$ cat src/design/stlt_pkg.sv
// Shared types, constants and helper functions for the sound-triggered hold light timer.
// No dependencies; every other design file imports this package.
package stlt_pkg;

  // Field widths
  localparam int ACT_W      = 3;
  localparam int MIC_W      = 12;
  localparam int THR_W      = 12;
  localparam int SECS_W     = 7;
  localparam int TICKS_W    = 10;
  localparam int SEG_W      = 8;
  localparam int CFG_IDX_W  = 1;
  localparam int CFG_DATA_W = 12;

  // Parameter defaults
  localparam int TICKS_PER_SECOND_DEF = 10;
  localparam int SAMPLE_BITS_DEF      = 12;

  // Limits and reset values
  localparam int                TICKS_MAX    = 1023;
  localparam logic [THR_W-1:0]  THR_MAX      = 12'd4095;
  localparam logic [THR_W-1:0]  THR_RESET    = 12'd2000;
  localparam logic [THR_W-1:0]  STEP_RESET   = 12'd50;
  localparam logic [SECS_W-1:0] SECS_MAX     = 7'd99;
  localparam logic [SECS_W-1:0] HOLD_RESET   = 7'd10;

  // Event codes
  localparam logic [ACT_W-1:0] ACT_SAMPLE = 3'd0;
  localparam logic [ACT_W-1:0] ACT_TICK   = 3'd1;
  localparam logic [ACT_W-1:0] ACT_MODE   = 3'd2;
  localparam logic [ACT_W-1:0] ACT_UP     = 3'd3;
  localparam logic [ACT_W-1:0] ACT_DOWN   = 3'd4;

  // Register indexes
  localparam logic [CFG_IDX_W-1:0] CFG_STEP = 1'd0;
  localparam logic [CFG_IDX_W-1:0] CFG_HOLD = 1'd1;

  // Reciprocal constants, exact for every 12-bit dividend
  localparam int DIV10_MUL     = 6554;
  localparam int DIV10_SHIFT   = 16;
  localparam int DIV100_MUL    = 2622;
  localparam int DIV100_SHIFT  = 18;
  localparam int DIV1000_MUL   = 4195;
  localparam int DIV1000_SHIFT = 22;
  localparam int PROD_W        = 29;

  typedef struct packed {
    logic [ACT_W-1:0] action;
    logic [MIC_W-1:0] mic_sample;
  } in_word_t;

  typedef struct packed {
    logic              light_on;
    logic              setting_mode;
    logic [THR_W-1:0]  threshold_now;
    logic [SECS_W-1:0] seconds_left;
    logic [SEG_W-1:0]  segments_digit0;
    logic [SEG_W-1:0]  segments_digit1;
    logic [SEG_W-1:0]  segments_digit2;
    logic [SEG_W-1:0]  segments_digit3;
  } out_word_t;

  // Snapshot of the timer state after one event, handed to the display stage
  typedef struct packed {
    logic              light;
    logic              mode;
    logic [THR_W-1:0]  thr;
    logic [SECS_W-1:0] secs;
    logic [SECS_W-1:0] hold;
  } status_t;

  // Quotients by constants through reciprocal multiplication
  function automatic logic [THR_W-1:0] div10(input logic [THR_W-1:0] x);
    logic [PROD_W-1:0] p;
    p = PROD_W'(x) * PROD_W'(DIV10_MUL);
    return THR_W'(p >> DIV10_SHIFT);
  endfunction

  function automatic logic [THR_W-1:0] div100(input logic [THR_W-1:0] x);
    logic [PROD_W-1:0] p;
    p = PROD_W'(x) * PROD_W'(DIV100_MUL);
    return THR_W'(p >> DIV100_SHIFT);
  endfunction

  function automatic logic [THR_W-1:0] div1000(input logic [THR_W-1:0] x);
    logic [PROD_W-1:0] p;
    p = PROD_W'(x) * PROD_W'(DIV1000_MUL);
    return THR_W'(p >> DIV1000_SHIFT);
  endfunction

  // Low decimal digit of x given q = x / 10
  function automatic logic [3:0] low_digit(input logic [THR_W-1:0] x,
                                           input logic [THR_W-1:0] q);
    logic [THR_W-1:0] r;
    r = x - ((q << 3) + (q << 1));
    return r[3:0];
  endfunction

  // Common-cathode seven-segment code of one decimal digit
  function automatic logic [SEG_W-1:0] seg_of(input logic [3:0] d);
    logic [SEG_W-1:0] s;
    unique case (d)
      4'd0:    s = 8'h3F;
      4'd1:    s = 8'h06;
      4'd2:    s = 8'h5B;
      4'd3:    s = 8'h4F;
      4'd4:    s = 8'h66;
      4'd5:    s = 8'h6D;
      4'd6:    s = 8'h7D;
      4'd7:    s = 8'h07;
      4'd8:    s = 8'h7F;
      4'd9:    s = 8'h6F;
      default: s = '0;
    endcase
    return s;
  endfunction

endpackage

$ cat src/design/stlt_ctrl.sv
// Timer state update stage: configuration registers, mode, threshold, light and countdown.
// Depends on stlt_pkg. Emits a registered status snapshot per event.
module stlt_ctrl #(
  parameter int TICKS_PER_SECOND = stlt_pkg::TICKS_PER_SECOND_DEF,
  parameter int SAMPLE_W         = stlt_pkg::SAMPLE_BITS_DEF
) (
  input  logic                             clk_i,
  input  logic                             rst_ni,
  input  logic                             adv_i,
  input  logic                             item_valid_i,
  input  logic [stlt_pkg::ACT_W-1:0]       action_i,
  input  logic [SAMPLE_W-1:0]              sample_i,
  input  logic                             cfg_we_i,
  input  logic [stlt_pkg::CFG_IDX_W-1:0]   cfg_index_i,
  input  logic [stlt_pkg::CFG_DATA_W-1:0]  cfg_data_i,
  output logic                             status_valid_o,
  output stlt_pkg::status_t                status_o
);
  import stlt_pkg::*;

  // Countdown kept as whole seconds plus ticks within the current second:
  // ticks = (secs - 1) * TICKS_PER_SECOND + rem while secs is nonzero.
  localparam int REM_W     = $clog2(TICKS_PER_SECOND + 1);
  localparam int CapSecs   = TICKS_MAX / TICKS_PER_SECOND;
  localparam int CeilSecs  = (TICKS_MAX + TICKS_PER_SECOND - 1) / TICKS_PER_SECOND;
  localparam int CapRem    = TICKS_MAX - (CeilSecs - 1) * TICKS_PER_SECOND;
  localparam logic [TICKS_W-1:0] CAP_SECS_V  = TICKS_W'(CapSecs);
  localparam logic [SECS_W-1:0]  CEIL_SECS_V = SECS_W'(CeilSecs);
  localparam logic [REM_W-1:0]   CAP_REM_V   = REM_W'(CapRem);
  localparam logic [REM_W-1:0]   FULL_REM_V  = REM_W'(TICKS_PER_SECOND);
  localparam logic [REM_W-1:0]   ONE_REM_V   = REM_W'(1);

  logic [THR_W-1:0]  step_q;
  logic [SECS_W-1:0] hold_q;
  logic              mode_q, mode_d;
  logic              light_q, light_d;
  logic [THR_W-1:0]  thr_q, thr_d;
  logic [SECS_W-1:0] secs_q, secs_d;
  logic [REM_W-1:0]  rem_q, rem_d;
  logic [SECS_W-1:0] eff_hold;
  logic [THR_W:0]    up_sum;
  logic              step_en;
  logic              status_valid_q;
  status_t           status_q;

  assign step_en = adv_i && item_valid_i;

  // Clamp the hold time to one through 99 seconds
  always_comb begin
    eff_hold = hold_q;
    if (hold_q == '0) begin
      eff_hold = SECS_W'(1);
    end else if (hold_q > SECS_MAX) begin
      eff_hold = SECS_MAX;
    end
  end

  assign up_sum = {1'b0, thr_q} + {1'b0, step_q};

  // Apply one event to the timer state
  always_comb begin
    mode_d  = mode_q;
    light_d = light_q;
    thr_d   = thr_q;
    secs_d  = secs_q;
    rem_d   = rem_q;
    unique case (action_i)
      ACT_SAMPLE: begin
        if (!mode_q && (THR_W'(sample_i) > thr_q)) begin
          light_d = 1'b1;
          if ({{(TICKS_W-SECS_W){1'b0}}, eff_hold} > CAP_SECS_V) begin
            secs_d = CEIL_SECS_V;
            rem_d  = CAP_REM_V;
          end else begin
            secs_d = eff_hold;
            rem_d  = FULL_REM_V;
          end
        end
      end
      ACT_TICK: begin
        if (mode_q) begin
          light_d = 1'b0;
          secs_d  = '0;
        end else if (light_q && (secs_q != '0)) begin
          if (rem_q == ONE_REM_V) begin
            secs_d = secs_q - SECS_W'(1);
            rem_d  = FULL_REM_V;
            if (secs_q == SECS_W'(1)) begin
              light_d = 1'b0;
            end
          end else begin
            rem_d = rem_q - ONE_REM_V;
          end
        end
      end
      ACT_MODE: begin
        mode_d  = !mode_q;
        light_d = 1'b0;
        secs_d  = '0;
      end
      ACT_UP: begin
        if (mode_q) begin
          thr_d = up_sum[THR_W] ? THR_MAX : up_sum[THR_W-1:0];
        end
      end
      ACT_DOWN: begin
        if (mode_q) begin
          thr_d = (thr_q >= step_q) ? (thr_q - step_q) : '0;
        end
      end
      default: begin
      end
    endcase
  end

  // Configuration registers
  always_ff @(posedge clk_i or negedge rst_ni) begin
    if (!rst_ni) begin
      step_q <= STEP_RESET;
      hold_q <= HOLD_RESET;
    end else if (cfg_we_i) begin
      unique case (cfg_index_i)
        CFG_STEP: step_q <= cfg_data_i;
        CFG_HOLD: hold_q <= cfg_data_i[SECS_W-1:0];
      endcase
    end
  end

  // Timer state
  always_ff @(posedge clk_i or negedge rst_ni) begin
    if (!rst_ni) begin
      mode_q  <= 1'b0;
      light_q <= 1'b0;
      thr_q   <= THR_RESET;
      secs_q  <= '0;
      rem_q   <= FULL_REM_V;
    end else if (step_en) begin
      mode_q  <= mode_d;
      light_q <= light_d;
      thr_q   <= thr_d;
      secs_q  <= secs_d;
      rem_q   <= rem_d;
    end
  end

  // Status snapshot stage
  always_ff @(posedge clk_i or negedge rst_ni) begin
    if (!rst_ni) begin
      status_valid_q <= 1'b0;
    end else if (adv_i) begin
      status_valid_q <= item_valid_i;
    end
  end

  always_ff @(posedge clk_i) begin
    if (step_en) begin
      status_q <= '{light: light_d, mode: mode_d, thr: thr_d, secs: secs_d, hold: eff_hold};
    end
  end

  assign status_valid_o = status_valid_q;
  assign status_o       = status_q;

endmodule

$ cat src/design/stlt_disp.sv
// Display stage: seconds readout and seven-segment digit codes, then the result register.
// Depends on stlt_pkg.
module stlt_disp (
  input  logic                clk_i,
  input  logic                rst_ni,
  input  logic                adv_i,
  input  logic                status_valid_i,
  input  stlt_pkg::status_t   status_i,
  output logic                out_valid_o,
  output stlt_pkg::out_word_t out_word_o
);
  import stlt_pkg::*;

  logic [SECS_W-1:0] secs_show;
  logic [THR_W-1:0]  secs_ext;
  logic [THR_W-1:0]  secs_q10;
  logic [THR_W-1:0]  thr_q10;
  logic [THR_W-1:0]  thr_q100;
  logic [THR_W-1:0]  thr_q1000;
  logic              run_active;
  out_word_t         word_d;
  out_word_t         word_q;
  logic              valid_q;

  // Cap the readout at the current hold time
  assign secs_show = (status_i.secs > status_i.hold) ? status_i.hold : status_i.secs;
  assign secs_ext  = THR_W'(secs_show);
  assign secs_q10  = div10(secs_ext);

  // Decimal digits of the threshold
  assign thr_q10   = div10(status_i.thr);
  assign thr_q100  = div100(status_i.thr);
  assign thr_q1000 = div1000(status_i.thr);

  assign run_active = status_i.light || (status_i.secs != '0);

  // Build the result word
  always_comb begin
    word_d.light_on      = status_i.light;
    word_d.setting_mode  = status_i.mode;
    word_d.threshold_now = status_i.thr;
    word_d.seconds_left  = secs_show;
    if (status_i.mode) begin
      word_d.segments_digit0 = seg_of(thr_q1000[3:0]);
      word_d.segments_digit1 = seg_of(low_digit(thr_q100, thr_q1000));
      word_d.segments_digit2 = seg_of(low_digit(thr_q10, thr_q100));
      word_d.segments_digit3 = seg_of(low_digit(status_i.thr, thr_q10));
    end else if (run_active) begin
      word_d.segments_digit0 = seg_of(secs_q10[3:0]);
      word_d.segments_digit1 = seg_of(low_digit(secs_ext, secs_q10));
      word_d.segments_digit2 = '0;
      word_d.segments_digit3 = '0;
    end else begin
      word_d.segments_digit0 = '0;
      word_d.segments_digit1 = '0;
      word_d.segments_digit2 = '0;
      word_d.segments_digit3 = '0;
    end
  end

  // Result register
  always_ff @(posedge clk_i or negedge rst_ni) begin
    if (!rst_ni) begin
      valid_q <= 1'b0;
    end else if (adv_i) begin
      valid_q <= status_valid_i;
    end
  end

  always_ff @(posedge clk_i) begin
    if (adv_i && status_valid_i) begin
      word_q <= word_d;
    end
  end

  assign out_valid_o = valid_q;
  assign out_word_o  = word_q;

endmodule

$ cat src/design/sound_triggered_hold_light_timer.sv
// Top level of the sound-triggered hold light timer: input register, state stage, display stage.
// Depends on stlt_pkg, stlt_ctrl and stlt_disp.
//
// The block takes one event word per clock while in_stall_o is low (a mic sample, a tick, a
// mode key, an up key or a down key) and returns exactly one result word per event. It offers
// each result word after its event has passed the input and state stages; it is taken at the
// next unstalled edge. The path is a three-register pipeline: the input register, the
// state stage that updates mode, threshold, light and countdown and snapshots them, and the
// display stage that builds the seconds readout and seven-segment codes into the result
// register. Each stage holds its word while the next is full, so a new event is accepted in
// every cycle that the pipeline has a free slot, also while a finished result waits. The
// configuration port is always ready; write it only while no event is in flight.
module sound_triggered_hold_light_timer #(
  parameter int TICKS_PER_SECOND = stlt_pkg::TICKS_PER_SECOND_DEF,
  parameter int SAMPLE_BITS      = stlt_pkg::SAMPLE_BITS_DEF
) (
  input  logic                             clk_i,
  input  logic                             rst_ni,
  input  logic                             in_valid_i,
  output logic                             in_stall_o,
  input  stlt_pkg::in_word_t               in_word_i,
  output logic                             out_valid_o,
  input  logic                             out_stall_i,
  output stlt_pkg::out_word_t              out_word_o,
  input  logic                             cfg_valid_i,
  output logic                             cfg_ready_o,
  input  logic [stlt_pkg::CFG_IDX_W-1:0]   cfg_index_i,
  input  logic [stlt_pkg::CFG_DATA_W-1:0]  cfg_data_i
);
  import stlt_pkg::*;

  localparam int SAMPLE_W = (SAMPLE_BITS < MIC_W) ? SAMPLE_BITS : MIC_W;

  logic                in_v_q;
  logic [ACT_W-1:0]    act_q;
  logic [SAMPLE_W-1:0] sample_q;
  logic                status_valid;
  status_t             status;
  logic                adv_out;
  logic                adv_ctrl;
  logic                adv_in;

  // Advance each stage when the one after it can take its word
  assign adv_out  = !out_valid_o || !out_stall_i;
  assign adv_ctrl = !status_valid || adv_out;
  assign adv_in   = !in_v_q || adv_ctrl;

  assign in_stall_o  = !adv_in;
  assign cfg_ready_o = 1'b1;

  // Input register
  always_ff @(posedge clk_i or negedge rst_ni) begin
    if (!rst_ni) begin
      in_v_q <= 1'b0;
    end else if (adv_in) begin
      in_v_q <= in_valid_i;
    end
  end

  always_ff @(posedge clk_i) begin
    if (adv_in && in_valid_i) begin
      act_q    <= in_word_i.action;
      sample_q <= in_word_i.mic_sample[SAMPLE_W-1:0];
    end
  end

  stlt_ctrl #(
    .TICKS_PER_SECOND (TICKS_PER_SECOND),
    .SAMPLE_W         (SAMPLE_W)
  ) u_ctrl (
    .clk_i          (clk_i),
    .rst_ni         (rst_ni),
    .adv_i          (adv_ctrl),
    .item_valid_i   (in_v_q),
    .action_i       (act_q),
    .sample_i       (sample_q),
    .cfg_we_i       (cfg_valid_i && cfg_ready_o),
    .cfg_index_i    (cfg_index_i),
    .cfg_data_i     (cfg_data_i),
    .status_valid_o (status_valid),
    .status_o       (status)
  );

  stlt_disp u_disp (
    .clk_i          (clk_i),
    .rst_ni         (rst_ni),
    .adv_i          (adv_out),
    .status_valid_i (status_valid),
    .status_i       (status),
    .out_valid_o    (out_valid_o),
    .out_word_o     (out_word_o)
  );

endmodule

$ cat config.mk
export PLATFORM = sky130hd
export DESIGN_NAME = sound_triggered_hold_light_timer
export DESIGN_NICKNAME = d
export VERILOG_FILES = /design/src/design/stlt_pkg.sv /design/src/design/stlt_ctrl.sv /design/src/design/stlt_disp.sv /design/src/design/sound_triggered_hold_light_timer.sv
export SDC_FILE = /design/constraint.sdc
export NUM_CORES = 1
export LEC_CHECK = 0
export ABC_AREA = 1
export BUFFER_PORTS_ARGS = -buffer_cell sky130_fd_sc_hd__buf_2
export CORE_MARGIN = 2
export CORE_UTILIZATION = 40
export DETAILED_ROUTE_END_ITERATION = 8
export HOLD_SLACK_MARGIN = 0.15
export PLACE_DENSITY = 0.54
export SYNTH_ARGS = -nofsm -noshare
export SYNTH_HDL_FRONTEND = slang
export SYNTH_HIERARCHICAL = 1
export SYNTH_SLANG_ARGS = --single-unit
$ cat constraint.sdc
create_clock -name clk_i -period 7.4 [get_ports clk_i]
set_clock_uncertainty 0.15 [all_clocks]
set_input_delay 0.74 -clock clk_i [delete_from_list [all_inputs] [get_ports clk_i]]
set_output_delay 0.74 -clock clk_i [all_outputs]
set_load 0.1 [all_outputs]
# ---- Word level (Yosys, flattened, before mapping)
# Memory sizes are Yosys's and may differ from the RTL's.
# Cells that the tools add are included.
dict set report op_classes {
  multipliers 4
  mux 29
  magnitude_cmp 5
  n_bitwise 1
  n_eq_ne 9
  add_sub_neg 12
  n_reduce_logical 23
}
# operator n
set op_table {}
lappend op_table {{$mux 32} 2}
lappend op_table {{$mux 7} 8}
lappend op_table {{$mux 12} 4}
lappend op_table {{$mul 12x13->25 const B} 1}
lappend op_table {{$pmux 12 s2} 1}
lappend op_table {{$mul 12x11->21 const B} 1}
lappend op_table {{$pmux 7 s3} 1}
lappend op_table {{$mux 4} 5}
lappend op_table {{$mul 12x12->19 const B} 1}
lappend op_table {{$mul 7x12->19 const B} 1}
lappend op_table {{$add 4x4->4} 4}
lappend op_table {{$sub 4x4->4} 4}
lappend op_table {{$gt 7x7->1 const B} 2}
lappend op_table {{$reduce_bool 7->1} 2}
lappend op_table {{$add 12x12->13} 1}
lappend op_table {{$ge 12x12->1} 1}
lappend op_table {{$gt 12x12->1} 1}
lappend op_table {{$sub 12x12->12} 1}
lappend op_table {{$pmux 4 s2} 1}
lappend op_table {{$eq 7x1->1 const B} 1}
lappend op_table {{$gt 7x7->1} 1}
lappend op_table {{$logic_not 7->1} 1}
lappend op_table {{$sub 7x1->7 const B} 1}
lappend op_table {{$eq 3x2->1 const B} 2}
lappend op_table {{other kinds (16)} 35}
dict set report word_totals {
  in_bits 33
  regBits 143
  mem_bits_ro 672
  n_memories 6
  out_inout_bits 56
}
# memory depth word_bits read_ports rd_ports_with_merged_regs wr line
set mem_list {}
lappend mem_list {{(name not given)} 16 7 1 0 0 stlt_pkg.sv:102} ;# unique case (d)
lappend mem_list {{(name not given)} 16 7 1 0 0 stlt_pkg.sv:102}
lappend mem_list {{(name not given)} 16 7 1 0 0 stlt_pkg.sv:102}
lappend mem_list {{(name not given)} 16 7 1 0 0 stlt_pkg.sv:102}
lappend mem_list {{(name not given)} 16 7 1 0 0 stlt_pkg.sv:102}
lappend mem_list {{(name not given)} 16 7 1 0 0 stlt_pkg.sv:102}

# ---- Logic depth before layout (Yosys ltp)
# An unclocked memory read counts as a cell.
dict set report depth {
  ltp_word 8
  depth_mapped 39
  mapped_depth_nobuf 39
}

# ---- Modules after synthesis
# The synthesis kept the hierarchy.
# module seq_area_each_um2 n_inst cells_per_inst area_each_um2
set modules_own_cells {}
lappend modules_own_cells {stlt_disp 1496.4 1 1188 10588.9}
lappend modules_own_cells {stlt_ctrl 1983.2 1 768 5530.3}
lappend modules_own_cells {sound_triggered_hold_light_timer 475.5 1 25 523.0}

# ---- Least setup slack after synthesis
# Ideal clock, no wire load.
dict set report synth_timing {
  path_type {register to register}
  startpoint {register u_ctrl.status_q, in the netlist u_ctrl/status_o[24]}
  endpoint {register u_disp.word_q, in the netlist u_disp/out_word_o[19] (data pin)}
  arrival_ps 5669
  stages_incl_launch_ff 30
  setup_slack_ps 1326
  t_required_ps 6996
  setup_time_ps 254
  path_cell_list {edfxtp_1 inv_1 ha_1 ha_1 or2_2 fa_1 inv_1 fa_1 inv_1 fa_1 ha_1 nand2_1 nor2_1 a211oi_1 o21ai_0 nand2_1 nand3_1 inv_2 nor2_1 or2_2 nand2_1 inv_1 ha_1 or2_2 nand2_1 or2_2 nand2_1 nand3b_1 nand3_1 nand2_1}
}
# element line
set synth_lines {}
lappend synth_lines {{start: declaration} stlt_ctrl.sv:44} ;# status_t status_q;
lappend synth_lines {{start signal: assignment} stlt_ctrl.sv:157} ;# status_q <= '{light: light_d, mode: mode_d, thr: thr_d, secs: secs_d, hold: eff_hold};
lappend synth_lines {{end signal: assignment} stlt_disp.sv:72} ;# word_q <= word_d;
lappend synth_lines {{end: declaration} stlt_disp.sv:22} ;# out_word_t word_q;

==> results.yml <==
floorplan:
  die_h_um: 208
  start_util_pct: 40.7
  placementRows: 74
  die_area_um2: 43300
  die_w_um: 208
  num_io_pins: 89
  core_region_area_um2: 40900
synth:
  synthXorXnorAreaFrac_pct: 2.41
  synth_top_cells_by_area: "ha_1 (23%), edfxtp_1 (17%), fa_1 (13%)"
  synth_mux_area_share_pct: 0
  yosys.area_share.adder_pct: 35.7
  synth_cells: 1981
  yosysTopAreaCell: "ha_1"
  synth-simple-area-share_pct: 21.0
  yosysWarnings: 6
  synth_enable_flop_cells: 92
  synthArstFlopShare_pct: 33.8
  seq_area_frac_synth_pct: 23.8
  synth_cell_types: 58
  synth_compound_area_share_pct: 6.69
  synth_ff_type: "edfxtp_1"
  synthTopCellsByCount: "nand2_1 (414), inv_1 (400), ha_1 (304)"
  yosysMostFrequentCell: "nand2_1"
  syn_area_per_cell_um2: 8.40
  synth_top_area_share_pct: 22.9
  synth_top_family_by_area: "adder cells"
  ys_seq_elements: 139
  synth_area_um2: 16600
placement:
  port-buffer-count: 83
  place_congestion: 0.919
  dp_hpwl_mm: 32.1
clock_tree:
  insertion_delay_ns: 0.45
  ctsHoldBuffers: 0
  htreeDepth: 4
  cts_buffer_depth: 2
  cts_setup_buffers: 0
  post_cts_resized: 0
  clock-sinks: 139
  cts-root-buf: "clkbuf_16"
  cts_tree: "done"
  clkTransAtPathRegs_ns: 0.07
  cts_inserted_buffers: 17
sta:
  setup_violations: 0
  final.min_clock_period_ns: 6.47
  tightest_slew_ns: 1.14
  relSlewSlack_pct: 23.5
  rsz0062_at_grt: "false"
  fin_crit_sh_pct: 87.4
  setup-tns-final_ns: 0
  final_hold_viol_count: 0
  drv_slew: 0
  clock.fmax_ghz: 0.155
detailed_routing:
  via_count: 12707
  drt_iter0_markers: 555
  wl_per_cell_um: 15.0
  drt-pass1-iter-count: 7
  wl_mm: 39.2
  drc: 0
  viasPerCell: 4.85
  postRouteAntennaNets: 0
grt:
  overflow: 0
  antenna_found_initial: 0
  grt_pass1_wl_mm: 65.0
  grt_max_degree: 59
  grt_usage_pct: 18.8
  grt_pass1_vias: 12919
worst_setup_path:
  path_max_fanout: 11
  ff2ff_path_depth: 29
  cp_slowest_cell: "edfxtp_1"
  critPathLaunchType: "flip-flop"
  cpPeakStageDelay_ns: 0.74
  required_ns: 7.45
  crit_type: "reg -> reg"
  crit_path_end_kind: "flip-flop"
  cp_data_arrival_time_ns: 6.52
final_layout:
  fin_nets: 2518
  drive_gt1_share_pct: 12.4
  antennaDiodeCount: 0
  syn2layout_area_growth_pct: 9.60
  fillCellCount: 4083
flow_run:
  drv_cap: 0
run_status:
  outcome: "finished, final reports clean"
worst_hold_path:
  holdCritPathClass: "in -> async"
-- layer usage --
layer | track usage [%] | wire [µm]
met5 | 0 | 0
met3 | 2.61 | 1140
met4 | 4.55 | 688
met1 | 24.3 | 18200
met2 | 33.0 | 19200
-- kinds of logic (layout without fill, tap and decap cells) --
kind of cell               Yosys count  in the layout
xor gates and xnor gates            39             39
other                                2              5
adders and majority gates          411            411
DFF                                139            139
AOI/OAI and AO/OA                  189            189
buffers and inverters              442            545
and+or+nand+nor                    759            759
-- placed cells by master, fill, tap and decap left out, types with 25 or more instances in the layout --
| cell | n |
|---|---|
| ha_1 | 304 |
| buf_2 | 83 |
| o21ai_0 | 64 |
| edfxtp_1 | 92 |
| nand2_2 | 25 |
| nor2_1 | 109 |
| fa_1 | 107 |
| nand3_1 | 109 |
| dfrtp_1 | 34 |
| inv_1 | 398 |
| nand2_1 | 414 |
| a21oi_1 | 63 |
-- sequential cells by signal (all words and copies together) (netlist names), 3 cells and up --
signal / cells
act_q: 3
u_ctrl/hold_q: 7
u_ctrl/step_q: 12
sample_q: 12
u_ctrl/rem_q: 4
u_ctrl/secs_q: 7
u_disp/out_word_o: 49
u_ctrl/thr_q: 12
u_ctrl/status_o: 28
-- final cells by class --
class / count / area [µm²] / area share (%)
multi-input cells: 1403 / 11000 / 60.2
well taps: 532 / 666 / 3.65
clock inverters: 15 / 134 / 0.734
flip-flops and latches: 139 / 3960 / 21.7
inverters: 416 / 1560 / 8.57
repair buffers: 97 / 520 / 2.85
clock buffers: 17 / 425 / 2.33
-- worst max-delay path: cells and delay by family, from the launching register on --
family	cells	cell delay, ns
compound gates	3	0.50
fa+ha+maj	7	2.47
buf+inv	6	0.58
flops	1	0.74
simple gates	13	1.78
-- worst paths after layout --
kind,start,end,slack [ns]
setup reg to reg,u_ctrl/status_o[18],u_disp/out_word_o[19],0.93
hold / removal,rst_ni,u_ctrl/rem_q[0],0.24
min in group clk_i,in_word_i[4],sample_q[4],0.31
hold reg to reg,u_ctrl/hold_q[4],u_ctrl/hold_q[4],0.34
setup / recovery,u_ctrl/status_o[18],u_disp/out_word_o[19],0.93
max in group asynchronous,rst_ni,u_ctrl/thr_q[5],6.43
-- per-stage QoR --
step	hold slack (ns)	setup slack, ns	utilization (%)	std cells	area [µm²]
detailed placement	0.325	0.880	43.2	2587	17700
CTS	0.241	0.847	44.6	2619	18200
global route	0.284	0.465	44.6	2619	18200
floorplan	0.274	1.33	-	1984	16700
finish	0.238	0.933	44.6	2619	18200
global placement	0.322	0.955	43.2	2587	17700
Power is not shown: default switching activity piles up to over one toggle a cycle in this logic, so the estimate is an artifact.
